--- src/rtl/core/lsfx_pkg.sv ---
// ---------------------------------------------------------------------------
// LED strip effect package
// Types, register codes, mode codes and small arithmetic helpers.
// ---------------------------------------------------------------------------
`default_nettype none

package lsfx_pkg;

   localparam int unsigned SPEED_W    = 16;
   localparam int unsigned CHAN_W     = 8;
   localparam int unsigned IDX_W      = 4;
   localparam int unsigned MODE_W     = 3;
   localparam int unsigned CSR_IDX_W  = 3;
   localparam int unsigned CSR_DATA_W = 16;

   // Effect modes.
   localparam logic [MODE_W-1:0] MODE_OFF     = 3'd0;
   localparam logic [MODE_W-1:0] MODE_RPM     = 3'd1;
   localparam logic [MODE_W-1:0] MODE_RAINBOW = 3'd2;
   localparam logic [MODE_W-1:0] MODE_BREATH  = 3'd3;
   localparam logic [MODE_W-1:0] MODE_SOLID   = 3'd4;

   // Register indexes on the CSR port.
   localparam logic [CSR_IDX_W-1:0] REG_LED_MODE    = 3'd0;
   localparam logic [CSR_IDX_W-1:0] REG_SOLID_RED   = 3'd1;
   localparam logic [CSR_IDX_W-1:0] REG_SOLID_GREEN = 3'd2;
   localparam logic [CSR_IDX_W-1:0] REG_SOLID_BLUE  = 3'd3;
   localparam logic [CSR_IDX_W-1:0] REG_BRIGHTNESS  = 3'd4;
   localparam logic [CSR_IDX_W-1:0] REG_RED_LINE    = 3'd5;

   localparam logic [CHAN_W-1:0]  BRIGHT_RESET   = 8'd255;
   localparam logic [SPEED_W-1:0] RED_LINE_RESET = 16'd8000;
   localparam logic [CHAN_W-1:0]  CHAN_MAX       = 8'd255;

   // Breathing ramp: period of 100 frames, peak at 50.
   localparam logic [6:0]  BREATH_LAST  = 7'd99;
   localparam logic [6:0]  BREATH_HALF  = 7'd50;
   localparam logic [6:0]  BREATH_FULL  = 7'd100;
   // 2^16 * 255 / 50 rounded up, plus 20; exact for ramp steps up to 50
   localparam logic [18:0] BREATH_RECIP = 19'd334254;

   // HSV sector boundaries, 43 hue steps per sector; the last sector has 41.
   localparam logic [7:0] HUE_SECTOR = 8'd43;

   typedef struct packed {
      logic [MODE_W-1:0]  led_mode;
      logic [CHAN_W-1:0]  solid_red;
      logic [CHAN_W-1:0]  solid_green;
      logic [CHAN_W-1:0]  solid_blue;
      logic [CHAN_W-1:0]  brightness;
      logic [SPEED_W-1:0] red_line;
   } cfg_type;

   // One classified frame, handed from the front end to the pixel engine.
   typedef struct packed {
      logic [MODE_W-1:0]  led_mode;
      logic               simulator_flag;
      logic               over_rev;
      logic               blink_phase;
      logic [SPEED_W-1:0] engine_speed;
      logic [CHAN_W-1:0]  hue_base;
      logic [CHAN_W-1:0]  breath_level;
   } frame_desc_type;

   // Floor division of a product of two 8-bit values by 255.
   function automatic logic [CHAN_W-1:0] div255(input logic [15:0] p);
      logic [16:0] s;
      s = 17'(p) + 17'(p[15:8]) + 17'd1;
      return s[15:8];
   endfunction

   // Breathing level m*255/50 on the rising half, (100-m)*255/50 on the falling half.
   function automatic logic [CHAN_W-1:0] breath_level(input logic [6:0] m);
      logic [5:0]  x;
      logic [24:0] p;
      x = (m < BREATH_HALF) ? m[5:0] : 6'(BREATH_FULL - m);
      p = 25'(x) * 25'(BREATH_RECIP);
      return p[23:16];
   endfunction

endpackage

`default_nettype wire

--- src/rtl/core/lsfx_if.sv ---
// ---------------------------------------------------------------------------
// LED strip effect channels
// Valid/ready channels for frame ticks and for pixel results.
// ---------------------------------------------------------------------------
`default_nettype none

interface lsfx_req_if;
   logic                         valid;
   logic                         ready;
   logic [lsfx_pkg::SPEED_W-1:0] engine_speed;
   logic                         simulator_flag;

   modport source (output valid, output engine_speed, output simulator_flag, input ready);
   modport sink   (input valid, input engine_speed, input simulator_flag, output ready);
endinterface

interface lsfx_rsp_if;
   logic                        valid;
   logic                        ready;
   logic [lsfx_pkg::IDX_W-1:0]  led_index;
   logic [lsfx_pkg::CHAN_W-1:0] red;
   logic [lsfx_pkg::CHAN_W-1:0] green;
   logic [lsfx_pkg::CHAN_W-1:0] blue;
   logic                        last_pixel;

   modport source (output valid, output led_index, output red, output green, output blue,
                   output last_pixel, input ready);
   modport sink   (input valid, input led_index, input red, input green, input blue,
                   input last_pixel, output ready);
endinterface

`default_nettype wire

--- src/rtl/core/lsfx_csr.sv ---
// ---------------------------------------------------------------------------
// LED strip effect registers
// Write-only configuration registers with a mode-write strobe.
// ---------------------------------------------------------------------------
`default_nettype none

module lsfx_csr (
   input  wire logic                            clock,
   input  wire logic                            reset,
   input  wire logic                            csr_we,
   input  wire logic [lsfx_pkg::CSR_IDX_W-1:0]  csr_index,
   input  wire logic [lsfx_pkg::CSR_DATA_W-1:0] csr_wdata,
   output lsfx_pkg::cfg_type                    cfg,
   output logic                                 mode_write
);

   lsfx_pkg::cfg_type cfg_ff;
   lsfx_pkg::cfg_type cfg_in;

   // Register decode; indexes past the list are dropped.
   always_comb begin
      cfg_in = cfg_ff;
      if (csr_we) begin
         unique case (csr_index)
            lsfx_pkg::REG_LED_MODE:    cfg_in.led_mode    = csr_wdata[lsfx_pkg::MODE_W-1:0];
            lsfx_pkg::REG_SOLID_RED:   cfg_in.solid_red   = csr_wdata[lsfx_pkg::CHAN_W-1:0];
            lsfx_pkg::REG_SOLID_GREEN: cfg_in.solid_green = csr_wdata[lsfx_pkg::CHAN_W-1:0];
            lsfx_pkg::REG_SOLID_BLUE:  cfg_in.solid_blue  = csr_wdata[lsfx_pkg::CHAN_W-1:0];
            lsfx_pkg::REG_BRIGHTNESS:  cfg_in.brightness  = csr_wdata[lsfx_pkg::CHAN_W-1:0];
            lsfx_pkg::REG_RED_LINE:    cfg_in.red_line    = csr_wdata[lsfx_pkg::SPEED_W-1:0];
            default: ;
         endcase
      end
   end

   always_ff @(posedge clock) begin
      if (reset) begin
         cfg_ff.led_mode    <= lsfx_pkg::MODE_OFF;
         cfg_ff.solid_red   <= '0;
         cfg_ff.solid_green <= '0;
         cfg_ff.solid_blue  <= '0;
         cfg_ff.brightness  <= lsfx_pkg::BRIGHT_RESET;
         cfg_ff.red_line    <= lsfx_pkg::RED_LINE_RESET;
      end else begin
         cfg_ff <= cfg_in;
      end
   end

   assign cfg        = cfg_ff;
   assign mode_write = csr_we && (csr_index == lsfx_pkg::REG_LED_MODE);

endmodule

`default_nettype wire

--- src/rtl/core/lsfx_front.sv ---
// ---------------------------------------------------------------------------
// LED strip effect front end
// Takes frame ticks, advances frame state and classifies each frame.
// ---------------------------------------------------------------------------
`default_nettype none

module lsfx_front (
   input  wire logic              clock,
   input  wire logic              reset,
   input  lsfx_pkg::cfg_type      cfg,
   input  wire logic              mode_write,
   lsfx_req_if.sink               req_bus,
   output logic                   push_valid,
   input  wire logic              push_ready,
   output lsfx_pkg::frame_desc_type push_desc
);

   logic [31:0] frame_count_ff;
   logic [31:0] frame_count_in;
   logic [6:0]  breath_step_ff;
   logic [6:0]  breath_step_in;
   logic        blink_ff;
   logic        blink_in;
   logic        accept;
   logic        over_rev;

   assign req_bus.ready = push_ready;
   assign push_valid    = req_bus.valid;
   assign accept        = req_bus.valid && push_ready;

   // Next frame state. The ramp step follows the counter modulo 100 and
   // restarts at zero when the 32-bit counter wraps.
   always_comb begin
      frame_count_in = frame_count_ff + 32'd1;
      if (&frame_count_ff) begin
         breath_step_in = '0;
      end else if (breath_step_ff == lsfx_pkg::BREATH_LAST) begin
         breath_step_in = '0;
      end else begin
         breath_step_in = breath_step_ff + 7'd1;
      end
      // Bar count reaches the strip length exactly when speed >= red line.
      over_rev = (cfg.led_mode == lsfx_pkg::MODE_RPM) &&
                 ((cfg.red_line == '0) || (req_bus.engine_speed >= cfg.red_line));
      blink_in = blink_ff ^ over_rev;
   end

   // Frame descriptor for the pixel engine.
   always_comb begin
      push_desc.led_mode       = cfg.led_mode;
      push_desc.simulator_flag = req_bus.simulator_flag;
      push_desc.over_rev       = over_rev;
      push_desc.blink_phase    = blink_in;
      push_desc.engine_speed   = req_bus.engine_speed;
      push_desc.hue_base       = {frame_count_in[6:0], 1'b0};
      push_desc.breath_level   = lsfx_pkg::breath_level(breath_step_in);
   end

   // A mode write restarts the frame count; the blink phase carries on.
   always_ff @(posedge clock) begin
      if (reset) begin
         frame_count_ff <= '0;
         breath_step_ff <= '0;
         blink_ff       <= 1'b0;
      end else if (mode_write) begin
         frame_count_ff <= '0;
         breath_step_ff <= '0;
      end else if (accept) begin
         frame_count_ff <= frame_count_in;
         breath_step_ff <= breath_step_in;
         blink_ff       <= blink_in;
      end
   end

endmodule

`default_nettype wire

--- src/rtl/core/lsfx_queue.sv ---
// ---------------------------------------------------------------------------
// LED strip effect frame queue
// Two-entry queue of frame descriptors between front end and pixel engine.
// ---------------------------------------------------------------------------
`default_nettype none

module lsfx_queue (
   input  wire logic                clock,
   input  wire logic                reset,
   input  wire logic                push_valid,
   output logic                     push_ready,
   input  lsfx_pkg::frame_desc_type push_desc,
   output logic                     pop_valid,
   input  wire logic                pop_ready,
   output lsfx_pkg::frame_desc_type pop_desc
);

   lsfx_pkg::frame_desc_type slot_ff [2];
   logic       wr_ptr_ff;
   logic       rd_ptr_ff;
   logic [1:0] count_ff;
   logic [1:0] count_in;
   logic       push;
   logic       pop;

   assign push_ready = (count_ff != 2'd2);
   assign pop_valid  = (count_ff != 2'd0);
   assign pop_desc   = slot_ff[rd_ptr_ff];
   assign push       = push_valid && push_ready;
   assign pop        = pop_valid && pop_ready;

   // Occupancy tracking.
   always_comb begin
      count_in = count_ff;
      if (push && !pop) begin
         count_in = count_ff + 2'd1;
      end else if (pop && !push) begin
         count_in = count_ff - 2'd1;
      end
   end

   always_ff @(posedge clock) begin
      if (reset) begin
         wr_ptr_ff <= 1'b0;
         rd_ptr_ff <= 1'b0;
         count_ff  <= '0;
      end else begin
         count_ff <= count_in;
         if (push) begin
            wr_ptr_ff <= ~wr_ptr_ff;
         end
         if (pop) begin
            rd_ptr_ff <= ~rd_ptr_ff;
         end
      end
   end

   // Descriptor storage.
   always_ff @(posedge clock) begin
      if (push) begin
         slot_ff[wr_ptr_ff] <= push_desc;
      end
   end

endmodule

`default_nettype wire

--- src/rtl/core/lsfx_back.sv ---
// ---------------------------------------------------------------------------
// LED strip effect pixel engine
// Walks the strip one LED per cycle unless stalled, driving the pixel result register.
// ---------------------------------------------------------------------------
`default_nettype none

module lsfx_back #(
   parameter int unsigned LED_COUNT = 12
) (
   input  wire logic                clock,
   input  wire logic                reset,
   input  lsfx_pkg::cfg_type        cfg,
   input  wire logic                pop_valid,
   output logic                     pop_ready,
   input  lsfx_pkg::frame_desc_type pop_desc,
   lsfx_rsp_if.source               rsp_bus
);

   localparam int unsigned PIX_W = $clog2(LED_COUNT);
   localparam int unsigned ACC_W = lsfx_pkg::SPEED_W + $clog2(LED_COUNT + 1);
   localparam logic [PIX_W-1:0] LAST_PIX   = PIX_W'(LED_COUNT - 1);
   localparam logic [PIX_W:0]   GREEN_END  = (PIX_W+1)'(LED_COUNT / 3);
   localparam logic [PIX_W:0]   YELLOW_END = (PIX_W+1)'(LED_COUNT * 2 / 3);
   localparam logic [PIX_W:0]   STRIP_LEN  = (PIX_W+1)'(LED_COUNT);
   localparam logic [7:0]       HUE_QUOT   = 8'(256 / LED_COUNT);
   localparam logic [PIX_W:0]   HUE_REM    = (PIX_W+1)'(256 % LED_COUNT);

   typedef enum logic {
      ST_IDLE,
      ST_RUN
   } state_type;

   typedef enum logic [2:0] {
      SEC_RED_RISE,
      SEC_GREEN_RISE,
      SEC_GREEN_HOLD,
      SEC_BLUE_RISE,
      SEC_BLUE_HOLD,
      SEC_RED_HOLD
   } sector_type;

   state_type                 state_ff;
   state_type                 state_in;
   lsfx_pkg::frame_desc_type  desc_ff;
   lsfx_pkg::frame_desc_type  desc_in;
   logic [ACC_W-1:0]          speed_n_ff;
   logic [ACC_W-1:0]          speed_n_in;
   logic [ACC_W-1:0]          acc_ff;
   logic [ACC_W-1:0]          acc_in;
   logic [PIX_W-1:0]          pix_ff;
   logic [PIX_W-1:0]          pix_in;
   logic [7:0]                hue_off_ff;
   logic [7:0]                hue_off_in;
   logic [PIX_W:0]            hue_rem_ff;
   logic [PIX_W:0]            hue_rem_in;
   logic                      out_valid_ff;
   logic                      out_valid_in;
   logic [lsfx_pkg::IDX_W-1:0]  out_index_ff;
   logic [lsfx_pkg::IDX_W-1:0]  out_index_in;
   logic [lsfx_pkg::CHAN_W-1:0] out_red_ff;
   logic [lsfx_pkg::CHAN_W-1:0] out_red_in;
   logic [lsfx_pkg::CHAN_W-1:0] out_green_ff;
   logic [lsfx_pkg::CHAN_W-1:0] out_green_in;
   logic [lsfx_pkg::CHAN_W-1:0] out_blue_ff;
   logic [lsfx_pkg::CHAN_W-1:0] out_blue_in;
   logic                      out_last_ff;
   logic                      out_last_in;

   logic                      out_free;
   logic                      emit;
   logic                      lit;
   logic [PIX_W:0]            pix_ext;
   logic [PIX_W:0]            rem_sum;
   logic [7:0]                hue;
   logic [7:0]                sec_base;
   sector_type                sector;
   logic [5:0]                sec_pos;
   logic [8:0]                sec_pos6;
   logic [7:0]                frac;
   logic [15:0]               frac_q;
   logic [15:0]               frac_t;
   logic [7:0]                k_q;
   logic [7:0]                k_t;
   logic [7:0]                mul_a0;
   logic [7:0]                mul_a1;
   logic [7:0]                mul_a2;
   logic [15:0]               prod0;
   logic [15:0]               prod1;
   logic [15:0]               prod2;
   logic [7:0]                bright;
   logic [7:0]                pix_r;
   logic [7:0]                pix_g;
   logic [7:0]                pix_b;

   assign out_free  = !out_valid_ff || rsp_bus.ready;
   assign emit      = (state_ff == ST_RUN) && out_free;
   assign pop_ready = (state_ff == ST_IDLE);
   assign bright    = cfg.brightness;
   assign pix_ext   = {1'b0, pix_ff};

   // LED i is lit on the bar when (i+1)*red_line <= speed*LED_COUNT.
   assign lit = (acc_ff <= speed_n_ff);

   // Hue of this LED and its HSV sector.
   always_comb begin
      hue = desc_ff.hue_base + hue_off_ff;
      if (hue < lsfx_pkg::HUE_SECTOR) begin
         sector   = SEC_RED_RISE;
         sec_base = 8'd0;
      end else if (hue < 8'(2 * lsfx_pkg::HUE_SECTOR)) begin
         sector   = SEC_GREEN_RISE;
         sec_base = lsfx_pkg::HUE_SECTOR;
      end else if (hue < 8'(3 * lsfx_pkg::HUE_SECTOR)) begin
         sector   = SEC_GREEN_HOLD;
         sec_base = 8'(2 * lsfx_pkg::HUE_SECTOR);
      end else if (hue < 8'(4 * lsfx_pkg::HUE_SECTOR)) begin
         sector   = SEC_BLUE_RISE;
         sec_base = 8'(3 * lsfx_pkg::HUE_SECTOR);
      end else if (hue < 8'(5 * lsfx_pkg::HUE_SECTOR)) begin
         sector   = SEC_BLUE_HOLD;
         sec_base = 8'(4 * lsfx_pkg::HUE_SECTOR);
      end else begin
         sector   = SEC_RED_HOLD;
         sec_base = 8'(5 * lsfx_pkg::HUE_SECTOR);
      end
      sec_pos  = 6'(hue - sec_base);
      sec_pos6 = 9'(sec_pos) * 9'd6;
      frac     = sec_pos6[7:0];
      frac_q   = 16'(frac) * 16'(lsfx_pkg::CHAN_MAX);
      frac_t   = 16'(lsfx_pkg::CHAN_MAX - frac) * 16'(lsfx_pkg::CHAN_MAX);
      k_q      = lsfx_pkg::CHAN_MAX - frac_q[15:8];
      k_t      = lsfx_pkg::CHAN_MAX - frac_t[15:8];
   end

   // Three shared 8x8 multipliers, all against the brightness.
   always_comb begin
      unique case (desc_ff.led_mode)
         lsfx_pkg::MODE_RAINBOW: begin
            mul_a0 = k_q;
            mul_a1 = k_t;
            mul_a2 = '0;
         end
         lsfx_pkg::MODE_BREATH: begin
            mul_a0 = desc_ff.breath_level;
            mul_a1 = '0;
            mul_a2 = '0;
         end
         default: begin
            mul_a0 = cfg.solid_red;
            mul_a1 = cfg.solid_green;
            mul_a2 = cfg.solid_blue;
         end
      endcase
      prod0 = 16'(mul_a0) * 16'(bright);
      prod1 = 16'(mul_a1) * 16'(bright);
      prod2 = 16'(mul_a2) * 16'(bright);
   end

   // Pixel color for the current LED.
   always_comb begin
      pix_r = '0;
      pix_g = '0;
      pix_b = '0;
      unique case (desc_ff.led_mode)
         lsfx_pkg::MODE_RPM: begin
            if (desc_ff.over_rev) begin
               if (desc_ff.blink_phase) begin
                  pix_r = desc_ff.simulator_flag ? bright : '0;
                  pix_g = desc_ff.simulator_flag ? '0 : bright;
               end
            end else if (lit) begin
               if (pix_ext < GREEN_END) begin
                  pix_g = bright;
               end else if (pix_ext < YELLOW_END) begin
                  pix_r = bright;
                  pix_g = bright;
               end else begin
                  pix_r = bright;
               end
            end
         end
         lsfx_pkg::MODE_RAINBOW: begin
            unique case (sector)
               SEC_RED_RISE: begin
                  pix_r = bright;
                  pix_g = prod1[15:8];
               end
               SEC_GREEN_RISE: begin
                  pix_r = prod0[15:8];
                  pix_g = bright;
               end
               SEC_GREEN_HOLD: begin
                  pix_g = bright;
                  pix_b = prod1[15:8];
               end
               SEC_BLUE_RISE: begin
                  pix_g = prod0[15:8];
                  pix_b = bright;
               end
               SEC_BLUE_HOLD: begin
                  pix_r = prod1[15:8];
                  pix_b = bright;
               end
               default: begin
                  pix_r = bright;
                  pix_b = prod0[15:8];
               end
            endcase
         end
         lsfx_pkg::MODE_BREATH: begin
            pix_r = lsfx_pkg::div255(prod0);
            pix_g = pix_r;
            pix_b = pix_r;
         end
         lsfx_pkg::MODE_SOLID: begin
            pix_r = lsfx_pkg::div255(prod0);
            pix_g = lsfx_pkg::div255(prod1);
            pix_b = lsfx_pkg::div255(prod2);
         end
         default: ;
      endcase
   end

   // Sequencer: load a frame, then one LED per free output slot.
   always_comb begin
      state_in     = state_ff;
      desc_in      = desc_ff;
      speed_n_in   = speed_n_ff;
      acc_in       = acc_ff;
      pix_in       = pix_ff;
      hue_off_in   = hue_off_ff;
      hue_rem_in   = hue_rem_ff;
      out_valid_in = out_valid_ff && !rsp_bus.ready;
      out_index_in = out_index_ff;
      out_red_in   = out_red_ff;
      out_green_in = out_green_ff;
      out_blue_in  = out_blue_ff;
      out_last_in  = out_last_ff;
      rem_sum      = hue_rem_ff + HUE_REM;
      unique case (state_ff)
         ST_IDLE: begin
            if (pop_valid) begin
               desc_in    = pop_desc;
               speed_n_in = ACC_W'(pop_desc.engine_speed) * ACC_W'(LED_COUNT);
               acc_in     = ACC_W'(cfg.red_line);
               pix_in     = '0;
               hue_off_in = '0;
               hue_rem_in = '0;
               state_in   = ST_RUN;
            end
         end
         ST_RUN: begin
            if (emit) begin
               out_valid_in = 1'b1;
               out_index_in = lsfx_pkg::IDX_W'(pix_ff);
               out_red_in   = pix_r;
               out_green_in = pix_g;
               out_blue_in  = pix_b;
               out_last_in  = (pix_ff == LAST_PIX);
               acc_in       = acc_ff + ACC_W'(cfg.red_line);
               pix_in       = pix_ff + PIX_W'(1);
               // Track floor(i*256/LED_COUNT) by quotient and remainder.
               if (rem_sum >= STRIP_LEN) begin
                  hue_rem_in = rem_sum - STRIP_LEN;
                  hue_off_in = hue_off_ff + HUE_QUOT + 8'd1;
               end else begin
                  hue_rem_in = rem_sum;
                  hue_off_in = hue_off_ff + HUE_QUOT;
               end
               if (pix_ff == LAST_PIX) begin
                  state_in = ST_IDLE;
               end
            end
         end
         default: state_in = ST_IDLE;
      endcase
   end

   always_ff @(posedge clock) begin
      if (reset) begin
         state_ff     <= ST_IDLE;
         out_valid_ff <= 1'b0;
      end else begin
         state_ff     <= state_in;
         out_valid_ff <= out_valid_in;
      end
      desc_ff      <= desc_in;
      speed_n_ff   <= speed_n_in;
      acc_ff       <= acc_in;
      pix_ff       <= pix_in;
      hue_off_ff   <= hue_off_in;
      hue_rem_ff   <= hue_rem_in;
      out_index_ff <= out_index_in;
      out_red_ff   <= out_red_in;
      out_green_ff <= out_green_in;
      out_blue_ff  <= out_blue_in;
      out_last_ff  <= out_last_in;
   end

   assign rsp_bus.valid      = out_valid_ff;
   assign rsp_bus.led_index  = out_index_ff;
   assign rsp_bus.red        = out_red_ff;
   assign rsp_bus.green      = out_green_ff;
   assign rsp_bus.blue       = out_blue_ff;
   assign rsp_bus.last_pixel = out_last_ff;

endmodule

`default_nettype wire

--- src/rtl/core/led_strip_effect_generator.sv ---
// ---------------------------------------------------------------------------
// LED strip effect generator
// Turns frame ticks into one color beat per LED for five lighting effects.
// ---------------------------------------------------------------------------
//   Channel   Direction  Beat
//   req_bus   in         one frame tick: engine_speed, simulator_flag
//   rsp_bus   out        one LED: led_index, red, green, blue, last_pixel
//   csr_*     in         register write, no read-back
//
// A frame tick is taken whenever the two-entry frame queue has room.
// The pixel engine loads a frame, then emits one LED per cycle while the output
// slot is free, and takes the next frame only after the last LED of this one.
// The output register lets the next LED be computed while a beat waits.
// Synchronous reset clears all control state; no clearing pass is needed.
// ---------------------------------------------------------------------------
`default_nettype none

module led_strip_effect_generator #(
   parameter int unsigned LED_COUNT = 12
) (
   input  wire logic                            clock,
   input  wire logic                            reset,
   lsfx_req_if.sink                             req_bus,
   lsfx_rsp_if.source                           rsp_bus,
   input  wire logic                            csr_we,
   input  wire logic [lsfx_pkg::CSR_IDX_W-1:0]  csr_index,
   input  wire logic [lsfx_pkg::CSR_DATA_W-1:0] csr_wdata
);

   lsfx_pkg::cfg_type        cfg;
   logic                     mode_write;
   logic                     push_valid;
   logic                     push_ready;
   lsfx_pkg::frame_desc_type push_desc;
   logic                     pop_valid;
   logic                     pop_ready;
   lsfx_pkg::frame_desc_type pop_desc;

   lsfx_csr u_csr (
      .clock      (clock),
      .reset      (reset),
      .csr_we     (csr_we),
      .csr_index  (csr_index),
      .csr_wdata  (csr_wdata),
      .cfg        (cfg),
      .mode_write (mode_write)
   );

   lsfx_front u_front (
      .clock      (clock),
      .reset      (reset),
      .cfg        (cfg),
      .mode_write (mode_write),
      .req_bus    (req_bus),
      .push_valid (push_valid),
      .push_ready (push_ready),
      .push_desc  (push_desc)
   );

   lsfx_queue u_queue (
      .clock      (clock),
      .reset      (reset),
      .push_valid (push_valid),
      .push_ready (push_ready),
      .push_desc  (push_desc),
      .pop_valid  (pop_valid),
      .pop_ready  (pop_ready),
      .pop_desc   (pop_desc)
   );

   lsfx_back #(
      .LED_COUNT (LED_COUNT)
   ) u_back (
      .clock     (clock),
      .reset     (reset),
      .cfg       (cfg),
      .pop_valid (pop_valid),
      .pop_ready (pop_ready),
      .pop_desc  (pop_desc),
      .rsp_bus   (rsp_bus)
   );

endmodule

`default_nettype wire

--- src/flat_wrapper.sv ---
// flat-port wrapper written by rule: the top's interface ports become plain ports
module led_strip_effect_generator_flat 
#(
   parameter int unsigned LED_COUNT = 12
)
  (clock, reset, csr_we, csr_index, csr_wdata, req_bus_valid, req_bus_engine_speed, req_bus_simulator_flag, req_bus_ready, rsp_bus_valid, rsp_bus_led_index, rsp_bus_red, rsp_bus_green, rsp_bus_blue, rsp_bus_last_pixel, rsp_bus_ready);
  lsfx_req_if req_bus_i ();
  lsfx_rsp_if rsp_bus_i ();
  input  wire logic clock;
  input  wire logic reset;
  input  wire logic csr_we;
  input  wire logic [lsfx_pkg::CSR_IDX_W-1:0] csr_index;
  input  wire logic [lsfx_pkg::CSR_DATA_W-1:0] csr_wdata;
  input wire logic [$bits(req_bus_i.valid)-1:0] req_bus_valid;
  input wire logic [$bits(req_bus_i.engine_speed)-1:0] req_bus_engine_speed;
  input wire logic [$bits(req_bus_i.simulator_flag)-1:0] req_bus_simulator_flag;
  output wire logic [$bits(req_bus_i.ready)-1:0] req_bus_ready;
  output wire logic [$bits(rsp_bus_i.valid)-1:0] rsp_bus_valid;
  output wire logic [$bits(rsp_bus_i.led_index)-1:0] rsp_bus_led_index;
  output wire logic [$bits(rsp_bus_i.red)-1:0] rsp_bus_red;
  output wire logic [$bits(rsp_bus_i.green)-1:0] rsp_bus_green;
  output wire logic [$bits(rsp_bus_i.blue)-1:0] rsp_bus_blue;
  output wire logic [$bits(rsp_bus_i.last_pixel)-1:0] rsp_bus_last_pixel;
  input wire logic [$bits(rsp_bus_i.ready)-1:0] rsp_bus_ready;
  assign req_bus_i.valid = req_bus_valid;
  assign req_bus_i.engine_speed = req_bus_engine_speed;
  assign req_bus_i.simulator_flag = req_bus_simulator_flag;
  assign req_bus_ready = req_bus_i.ready;
  assign rsp_bus_valid = rsp_bus_i.valid;
  assign rsp_bus_led_index = rsp_bus_i.led_index;
  assign rsp_bus_red = rsp_bus_i.red;
  assign rsp_bus_green = rsp_bus_i.green;
  assign rsp_bus_blue = rsp_bus_i.blue;
  assign rsp_bus_last_pixel = rsp_bus_i.last_pixel;
  assign rsp_bus_i.ready = rsp_bus_ready;
  led_strip_effect_generator #(.LED_COUNT(LED_COUNT)) u_core (.clock(clock), .reset(reset), .req_bus(req_bus_i), .rsp_bus(rsp_bus_i), .csr_we(csr_we), .csr_index(csr_index), .csr_wdata(csr_wdata));
endmodule
--- config.mk ---
export PLATFORM = sky130hd
export DESIGN_NAME = led_strip_effect_generator_flat
export DESIGN_NICKNAME = d
export VERILOG_FILES = /design/src/rtl/core/lsfx_pkg.sv /design/src/rtl/core/lsfx_if.sv /design/src/rtl/core/lsfx_csr.sv /design/src/rtl/core/lsfx_front.sv /design/src/rtl/core/lsfx_queue.sv /design/src/rtl/core/lsfx_back.sv /design/src/rtl/core/led_strip_effect_generator.sv /design/src/flat_wrapper.sv
export SDC_FILE = /design/constraint.sdc
export NUM_CORES = 1
export LEC_CHECK = 0
export ABC_AREA = 1
export BUFFER_PORTS_ARGS = -buffer_cell sky130_fd_sc_hd__buf_2
export CAP_MARGIN = 10
export CORE_ASPECT_RATIO = 0.5
export CORE_MARGIN = 2
export CORE_UTILIZATION = 30
export DETAILED_ROUTE_END_ITERATION = 8
export GPL_TIMING_DRIVEN = 1
export PLACE_DENSITY = 0.56
export SLEW_MARGIN = 15
export SYNTH_ARGS = -nofsm -noshare
export SYNTH_HDL_FRONTEND = slang
export SYNTH_SLANG_ARGS = --single-unit
--- constraint.sdc ---
create_clock -name clock -period 19 [get_ports clock]
set_clock_uncertainty 0.2 [all_clocks]
set_input_delay 5.7 -clock clock [delete_from_list [all_inputs] [get_ports clock]]
set_output_delay 5.7 -clock clock [all_outputs]
set_load 0.01 [all_outputs]
* Word-level counts from Yosys, hierarchy flattened
Memories as Yosys holds them, arrays and structs flattened. A register that Yosys moved wholly into a read port is not among the register bits.
Cells that the tools add are included.
** Storage, ports and cells
- Flip-flop bits (word level) :: 203
- RAM bits :: 74
- Memories :: 1
- Output and inout bits :: 31
** Operators by class
- Muxes and demuxes :: 59
- Reductions and logical operators :: 37
- $lt $le $gt $ge :: 11
- Bitwise logic cells :: 5
- Multipliers :: 8
- Add/sub/neg operators :: 22
- Equal/unequal tests :: 19
** Memories
- u_core.u_queue.slot_ff :: words 2, width 37, rd ports 1, clocked after memory_dff 1, write ports 1, line lsfx_queue.sv:18 : lsfx_pkg::frame_desc_type slot_ff [2];
** Operator list (number)
- 8-bit two-way mux :: 15
- 8-bit case mux with 3 select lines :: 5
- 16-bit by 1-bit adder with 16-bit output, second input constant :: 3
- 16-bit by 8-bit adder with 16-bit output :: 3
- 8-bit by 8-bit multiplier with 16-bit output :: 3
- 8-bit case mux with 2 select lines :: 3
- 20-bit two-way mux :: 2
- 20-bit case mux with 2 select lines :: 1
- 6-bit two-way mux :: 6
- 32-bit by 1-bit adder with 32-bit output, second input constant :: 1
- 8-bit case mux with 4 select lines :: 1
- 32-bit AND reduction :: 1
- 8-bit < comparator, second input constant :: 3
- 6-bit by 18-bit multiplier with 23-bit output, second input constant :: 1
- 20-bit by 16-bit adder with 20-bit output :: 1
- 20-bit less-or-equal comparator :: 1
- 2-bit AND reduction :: 10
- 3-bit by 2-bit equality test with 1-bit output, second input constant :: 6
- 16-bit by 2-bit multiplier with 18-bit output, second input constant :: 1
- 16-bit >= comparator :: 1
- 16-bit zero test :: 1
- 9-bit by 9-bit multiplier with 16-bit output, second input constant :: 1
- 8-bit subtractor, first input constant :: 2
- 7-bit by 8-bit multiplier with 15-bit output, second input constant :: 1
- 42 further kinds :: 88

* Logic depth before layout (Yosys ltp)
- Word-level depth :: 17
- Mapped depth :: 80
- Depth with buffers taken out :: 80

* By module
Synthesis repeated with hierarchy kept, for this count alone.
** Unflattened totals
- Cell total of the unflattened synthesis :: 3548
- Area total of the unflattened synthesis :: 28200.8 sq um
** Modules (own cells, without submodules)
- lsfx_back :: area an instance 18487.7 sq um, cells an instance 2436, times used 1
- lsfx_front :: area an instance 4644.5 sq um, cells an instance 670, times used 1
- lsfx_queue :: area an instance 3062.9 sq um, cells an instance 155, times used 1
- lsfx_csr :: area an instance 2005.7 sq um, cells an instance 287, times used 1

* Worst setup path before layout
Ideal clock, no wire load.
- Kind :: reg-to-reg
- Start :: register u_core.u_back.hue_off_ff[1]
- End :: register u_core.u_back.out_blue_ff, in the netlist u_core.u_back.rsp_bus.blue[5] (data pin)
- Path buffers :: 0
- Arrival time :: 13.407 ns
- Cell stages (with the launch flop) :: 75
- Setup slack :: 5.132 ns
- Path through :: edfxtp_1 ha_1 fa_1 nand3_1 nand2_1 xnor2_2 nand3_1 o21ai_4 nor2_2 nor2_2 inv_1 nor2_1 inv_1 ha_1 nand3b_1 and2_1 or2_2 nand2_1 [... 39 more ...] nand2_1 nand2_1 nand2_1 nand3_1 nand2_1 inv_1 o21ai_0 nand2_1 nand2_1 nand2_1 ha_1 nand2_1 nor3_1 nand3_1 nand3_1 nand3_1 nand3_1 nand3_1
** Between the ends
- Word-level cells in the longest chain between the ends :: 16
- Elaborated cells on any way between the ends :: 38
- Those cells by class :: add/sub: 7; mul: 5; order compare: 5; eq/ne: 4; mux: 14; reduce/logical: 3
** Ends and longest elaborated chain
- from (decl) :: line lsfx_back.sv:52 : logic [7:0] hue_off_ff;
- from (signal assigned) :: line lsfx_back.sv:291 : hue_off_ff <= hue_off_in;
- 8-bit adder * :: line lsfx_back.sv:106 : hue = desc_ff.hue_base + hue_off_ff;
- 8-bit < comparator :: line lsfx_back.sv:119 : end else if (hue < 8'(5 * lsfx_pkg::HUE_SECTOR)) begin
- 6-bit two-way mux :: line lsfx_back.sv:119
- 6-bit two-way mux :: line lsfx_back.sv:116 : end else if (hue < 8'(4 * lsfx_pkg::HUE_SECTOR)) begin
- 6-bit two-way mux :: line lsfx_back.sv:113 : end else if (hue < 8'(3 * lsfx_pkg::HUE_SECTOR)) begin
- 6-bit two-way mux :: line lsfx_back.sv:110 : end else if (hue < 8'(2 * lsfx_pkg::HUE_SECTOR)) begin
- 6-bit two-way mux :: line lsfx_back.sv:107 : if (hue < lsfx_pkg::HUE_SECTOR) begin
- 6-bit subtractor :: line lsfx_back.sv:126 : sec_pos = 6'(hue - sec_base);
- 6-bit by 2-bit multiplier with 7-bit output :: line lsfx_back.sv:127 : sec_pos6 = 9'(sec_pos) * 9'd6;
- 7-bit by 8-bit multiplier with 15-bit output or 8-bit by 8-bit subtractor with 9-bit output (tied branches) :: line lsfx_back.sv:129, lsfx_back.sv:130
- 8-bit subtractor or 9-bit by 9-bit multiplier with 16-bit output (tied branches) :: line lsfx_back.sv:131, lsfx_back.sv:130
- 8-bit case mux with 2 select lines or 8-bit subtractor (tied branches) :: line lsfx_back.sv:137, lsfx_back.sv:132
- 8-bit by 8-bit multiplier with 16-bit output or 8-bit case mux with 2 select lines (tied branches) :: line lsfx_back.sv:154, lsfx_back.sv:137
- 16-bit by 8-bit adder with 16-bit output or 8-bit by 8-bit multiplier with 16-bit output (tied branches) :: line lsfx_pkg.sv:68, lsfx_back.sv:155
- 16-bit by 1-bit adder with 16-bit output or 8-bit case mux with 3 select lines (tied branches) :: line lsfx_pkg.sv:68, lsfx_back.sv:183
- 8-bit case mux with 3 select lines * :: line lsfx_back.sv:164 : unique case (desc_ff.led_mode)
- to (signal assigned) :: line lsfx_back.sv:296 : out_blue_ff <= out_blue_in;
- to (decl) :: line lsfx_back.sv:64 : logic [lsfx_pkg::CHAN_W-1:0] out_blue_ff;
Every way passes the cells marked *; elsewhere a longest branch is shown, timed or not.
A chain may end at the register's enable or synchronous reset.

* Final worst setup path
- Start :: register u_core.u_back.hue_off_ff[1]
- End :: register u_core.u_back.out_red_ff, in the netlist u_core.u_back.rsp_bus.red[3] (data pin)
** Between the ends
- Word-level cells in the longest chain between the ends :: 16
- Elaborated cells on any way between the ends :: 36
- Those cells by class :: add/sub: 7; mul: 5; order compare: 5; eq/ne: 4; mux: 14; reduce/logical: 1
** Ends and longest elaborated chain
- 8-bit adder * :: line lsfx_back.sv:106
- 8-bit < comparator :: line lsfx_back.sv:119
- 6-bit two-way mux :: line lsfx_back.sv:119
- 6-bit two-way mux :: line lsfx_back.sv:116
- 6-bit two-way mux :: line lsfx_back.sv:113
- 6-bit two-way mux :: line lsfx_back.sv:110
- 6-bit two-way mux :: line lsfx_back.sv:107
- 6-bit subtractor :: line lsfx_back.sv:126
- 6-bit by 2-bit multiplier with 7-bit output :: line lsfx_back.sv:127
- 7-bit by 8-bit multiplier with 15-bit output or 8-bit by 8-bit subtractor with 9-bit output (tied branches) :: line lsfx_back.sv:129, lsfx_back.sv:130
- 8-bit subtractor or 9-bit by 9-bit multiplier with 16-bit output (tied branches) :: line lsfx_back.sv:131, lsfx_back.sv:130
- 8-bit case mux with 2 select lines or 8-bit subtractor (tied branches) :: line lsfx_back.sv:137, lsfx_back.sv:132
- 8-bit by 8-bit multiplier with 16-bit output or 8-bit case mux with 2 select lines (tied branches) :: line lsfx_back.sv:154, lsfx_back.sv:137
- 16-bit by 8-bit adder with 16-bit output or 8-bit by 8-bit multiplier with 16-bit output (tied branches) :: line lsfx_pkg.sv:68, lsfx_back.sv:155
- 16-bit by 1-bit adder with 16-bit output or 8-bit case mux with 3 select lines (tied branches) :: line lsfx_pkg.sv:68, lsfx_back.sv:183
- 8-bit case mux with 3 select lines * :: line lsfx_back.sv:164
- to (signal assigned) :: line lsfx_back.sv:294 : out_red_ff <= out_red_in;
- to (decl) :: line lsfx_back.sv:60 : logic [lsfx_pkg::CHAN_W-1:0] out_red_ff;
Marked as above.

==> metrics.txt <==
Slowest-stage cell, CP fa_1; WP data required roughly 19 ns; root buffer cell clkbuf_16; initial core utilization a little under a third; Post-route DRC 0; synthesized flop and latch total 275; most used cell, CP nand2_1; antenna violations before repair 1; WHS 0.2451 ns; clock latency on the worst-skew pair 0.55 ns; Filler Cell Count 9245; most common cell in the netlist inv_1; layout cells sized above 1 8.662%; Final ANT Viol Nets 0; sequential-to-total area share from yosys stat a little over a quarter; DRT iter0 DRCs 1613; vias in the first global route 21466; grt ovf 0; first-pass GRT wire length 120400 microns; CTS max path bufs 3; critical path startpoint category flop; CP arrival 16.02 ns; outcome completed; worst setup margin 3.056 ns; vias per inst around 4.9; crit-path max cell delay 0.71 ns; Slew Limit Fails 0; fraction of registers with async set/reset 0%; Area contributors post-synth edfxtp_1 (20%), ha_1 (15%), fa_1 (13%), inv_1 (7.9%), nand2_1 (7.7%); area grow syn2layout 10.75%; # hold bufs at CTS 0; unrepaired setup endpoints after global routing no; WS Path Type reg -> reg; pin count of the biggest net entering global routing 56; CTS Buf Count 34; Port Buffers between 70 and 80; post_cts resized 0; CTS clk-pin slew, worst paths 0.06 ns; fin crit period 15.94 ns; Hold Vio Cnt, Final 0; Synth Cell Area 26720 sq um; Worst Setup End Kind flop; die footprint 91620 sq um; number of synthesis warnings 0; I/O pins 72; FP Rows 77; mean area per synthesized cell 8.217 sq um; Distinct cells, synth 68; pre-CTS setup slack between 3 and 4 ns; TritonRoute pass-1 iters 6; setup TNS 0 ns; crit-path max FO 9; Main synth FF type edfxtp_1; syn_nets 3792; Syn Inst Count roughly 3300; via count of the routed design approximately 22000; Nets 3863; CTS tree done; drt wl/cell 16.96 microns; Die H 215.0 microns; Chip Width 426.1 microns; Max-Cap Viols 0; gpl congestion 0.9586; cell accounting for the most synthesized area edfxtp_1; top cells by count, synth inv_1 (559), nand2_1 (551), ha_1 (326); fmax 0.06272 GHz; Post-synth EDFFs 177; Final setup viols 0; number of post-CTS setup repair buffers 0; Slew @ Worst Pin 1.049 ns; top-area cell type share of the netlist area 19.89%; hold crit path type reg -> reg; GR Util All Layers 16.67%; crit share post-route 83.92%; H-tree levels 2; Core Area 88250 sq um; DP HPWL 60910 microns; CTS Sinks 275; final wirelength 76920 microns; Slew HR around 30%
-- critical path, delay by kind of cell, from the launching register on --
family	cells	cell delay [ns]
simple gates	29	4.00
compound gates	9	1.78
xor+xnor	5	1.49
buf+inv	11	1.12
flops	1	0.43
fa+ha+maj	15	6.61
-- final cells by class --
class,instances,area (sq um),share of cell area (%)
diodes,2,5.005,0.01691
clock buffers,37,862.1,2.913
clock inverters,24,195.2,0.6595
inverters,584,2195,7.416
multi-input cells,2330,17020,57.51
flip-flops and latches,275,7278,24.59
well taps,1185,1483,5.010
repair buffers,98,558.0,1.886
-- worst paths after layout --
| kind | depth (start not counted) | slack (ns) | startpoint | endpoint |
|---|---|---|---|---|
| max | 69 | 3.06 | u_core.u_back.hue_off_ff[1] | u_core.u_back.rsp_bus.red[3] |
| min reg2reg | 1 | 0.25 | u_core.u_queue.rd_ptr_ff | flop |
| max reg2reg | 69 | 3.06 | u_core.u_back.hue_off_ff[1] | u_core.u_back.rsp_bus.red[3] |
| min | 1 | 0.25 | u_core.u_queue.rd_ptr_ff | flop |
-- sequential cells by signal, summed over array words and instances (netlist names), 2 cells and up, named ones only --
signal,flops
u_core.u_front.frame_count_ff,32
u_core.u_back.pix_ff,4
u_core.u_back.hue_rem_ff,3
u_core.u_back.desc_ff,21
u_core.u_back.rsp_bus.led_index,4
u_core.u_back.rsp_bus.blue,8
u_core.u_csr.cfg,51
u_core.u_back.rsp_bus.green,8
u_core.u_queue.slot_ff,74
u_core.u_back.acc_ff,20
u_core.u_back.rsp_bus.red,8
u_core.u_back.hue_off_ff,8
u_core.u_front.breath_step_ff,7
u_core.u_back.speed_n_ff,18
u_core.u_queue.count_ff,2
-- routing by layer --
metal  vias up  wire length (microns)  GRT usage [%]
met1     10564                  35270          22.21
met2       523                  35440          28.00
met4         0                   2493          5.194
met5         -                      0              0
met3       119                   3708          2.159
li1      10831                      -              -
-- placed cells by master, fill, tap and decap left out, drive strengths merged, types with 18 or more instances in the layout --
cell	n
edfxtp	177
a21oi	233
dfxtp	98
nor2	294
mux2	33
fa	173
xor2	74
xnor2	30
buf	98
nor3	37
ha	326
a21o	18
nand3	185
o211ai	29
nand2	566
clkbuf	37
nand4	34
or2	19
inv	585
clkinv	18
o21ai	187
-- cell families (layout without fill, tap and decap cells) --
family | Yosys count | in the layout | share of synthesized area, %
other | 0 | 2 | 0
adders and majority gates | 499 | 499 | 28.22
xor gates and xnor gates | 104 | 104 | 3.676
DFF | 275 | 275 | 27.23
and+or+nand+nor | 1162 | 1162 | 19.08
buffers and inverters | 647 | 743 | 9.135
AOI/OAI and AO/OA | 531 | 531 | 11.23
muxes | 34 | 34 | 1.428
-- stage by stage --
stage / utilization (%) / cells / instance area (sq um)
global placement: 32.33 / 4472 / 28530
finish: 33.54 / 4535 / 29590
global route: 33.53 / 4533 / 29590
floorplan: - / 3252 / 26720
detailed placement: 32.33 / 4472 / 28530
CTS: 33.53 / 4533 / 29590
Power is left out: the tool's default activity adds up to more than one toggle a clock period on the data nets, which glitch-free logic cannot reach.
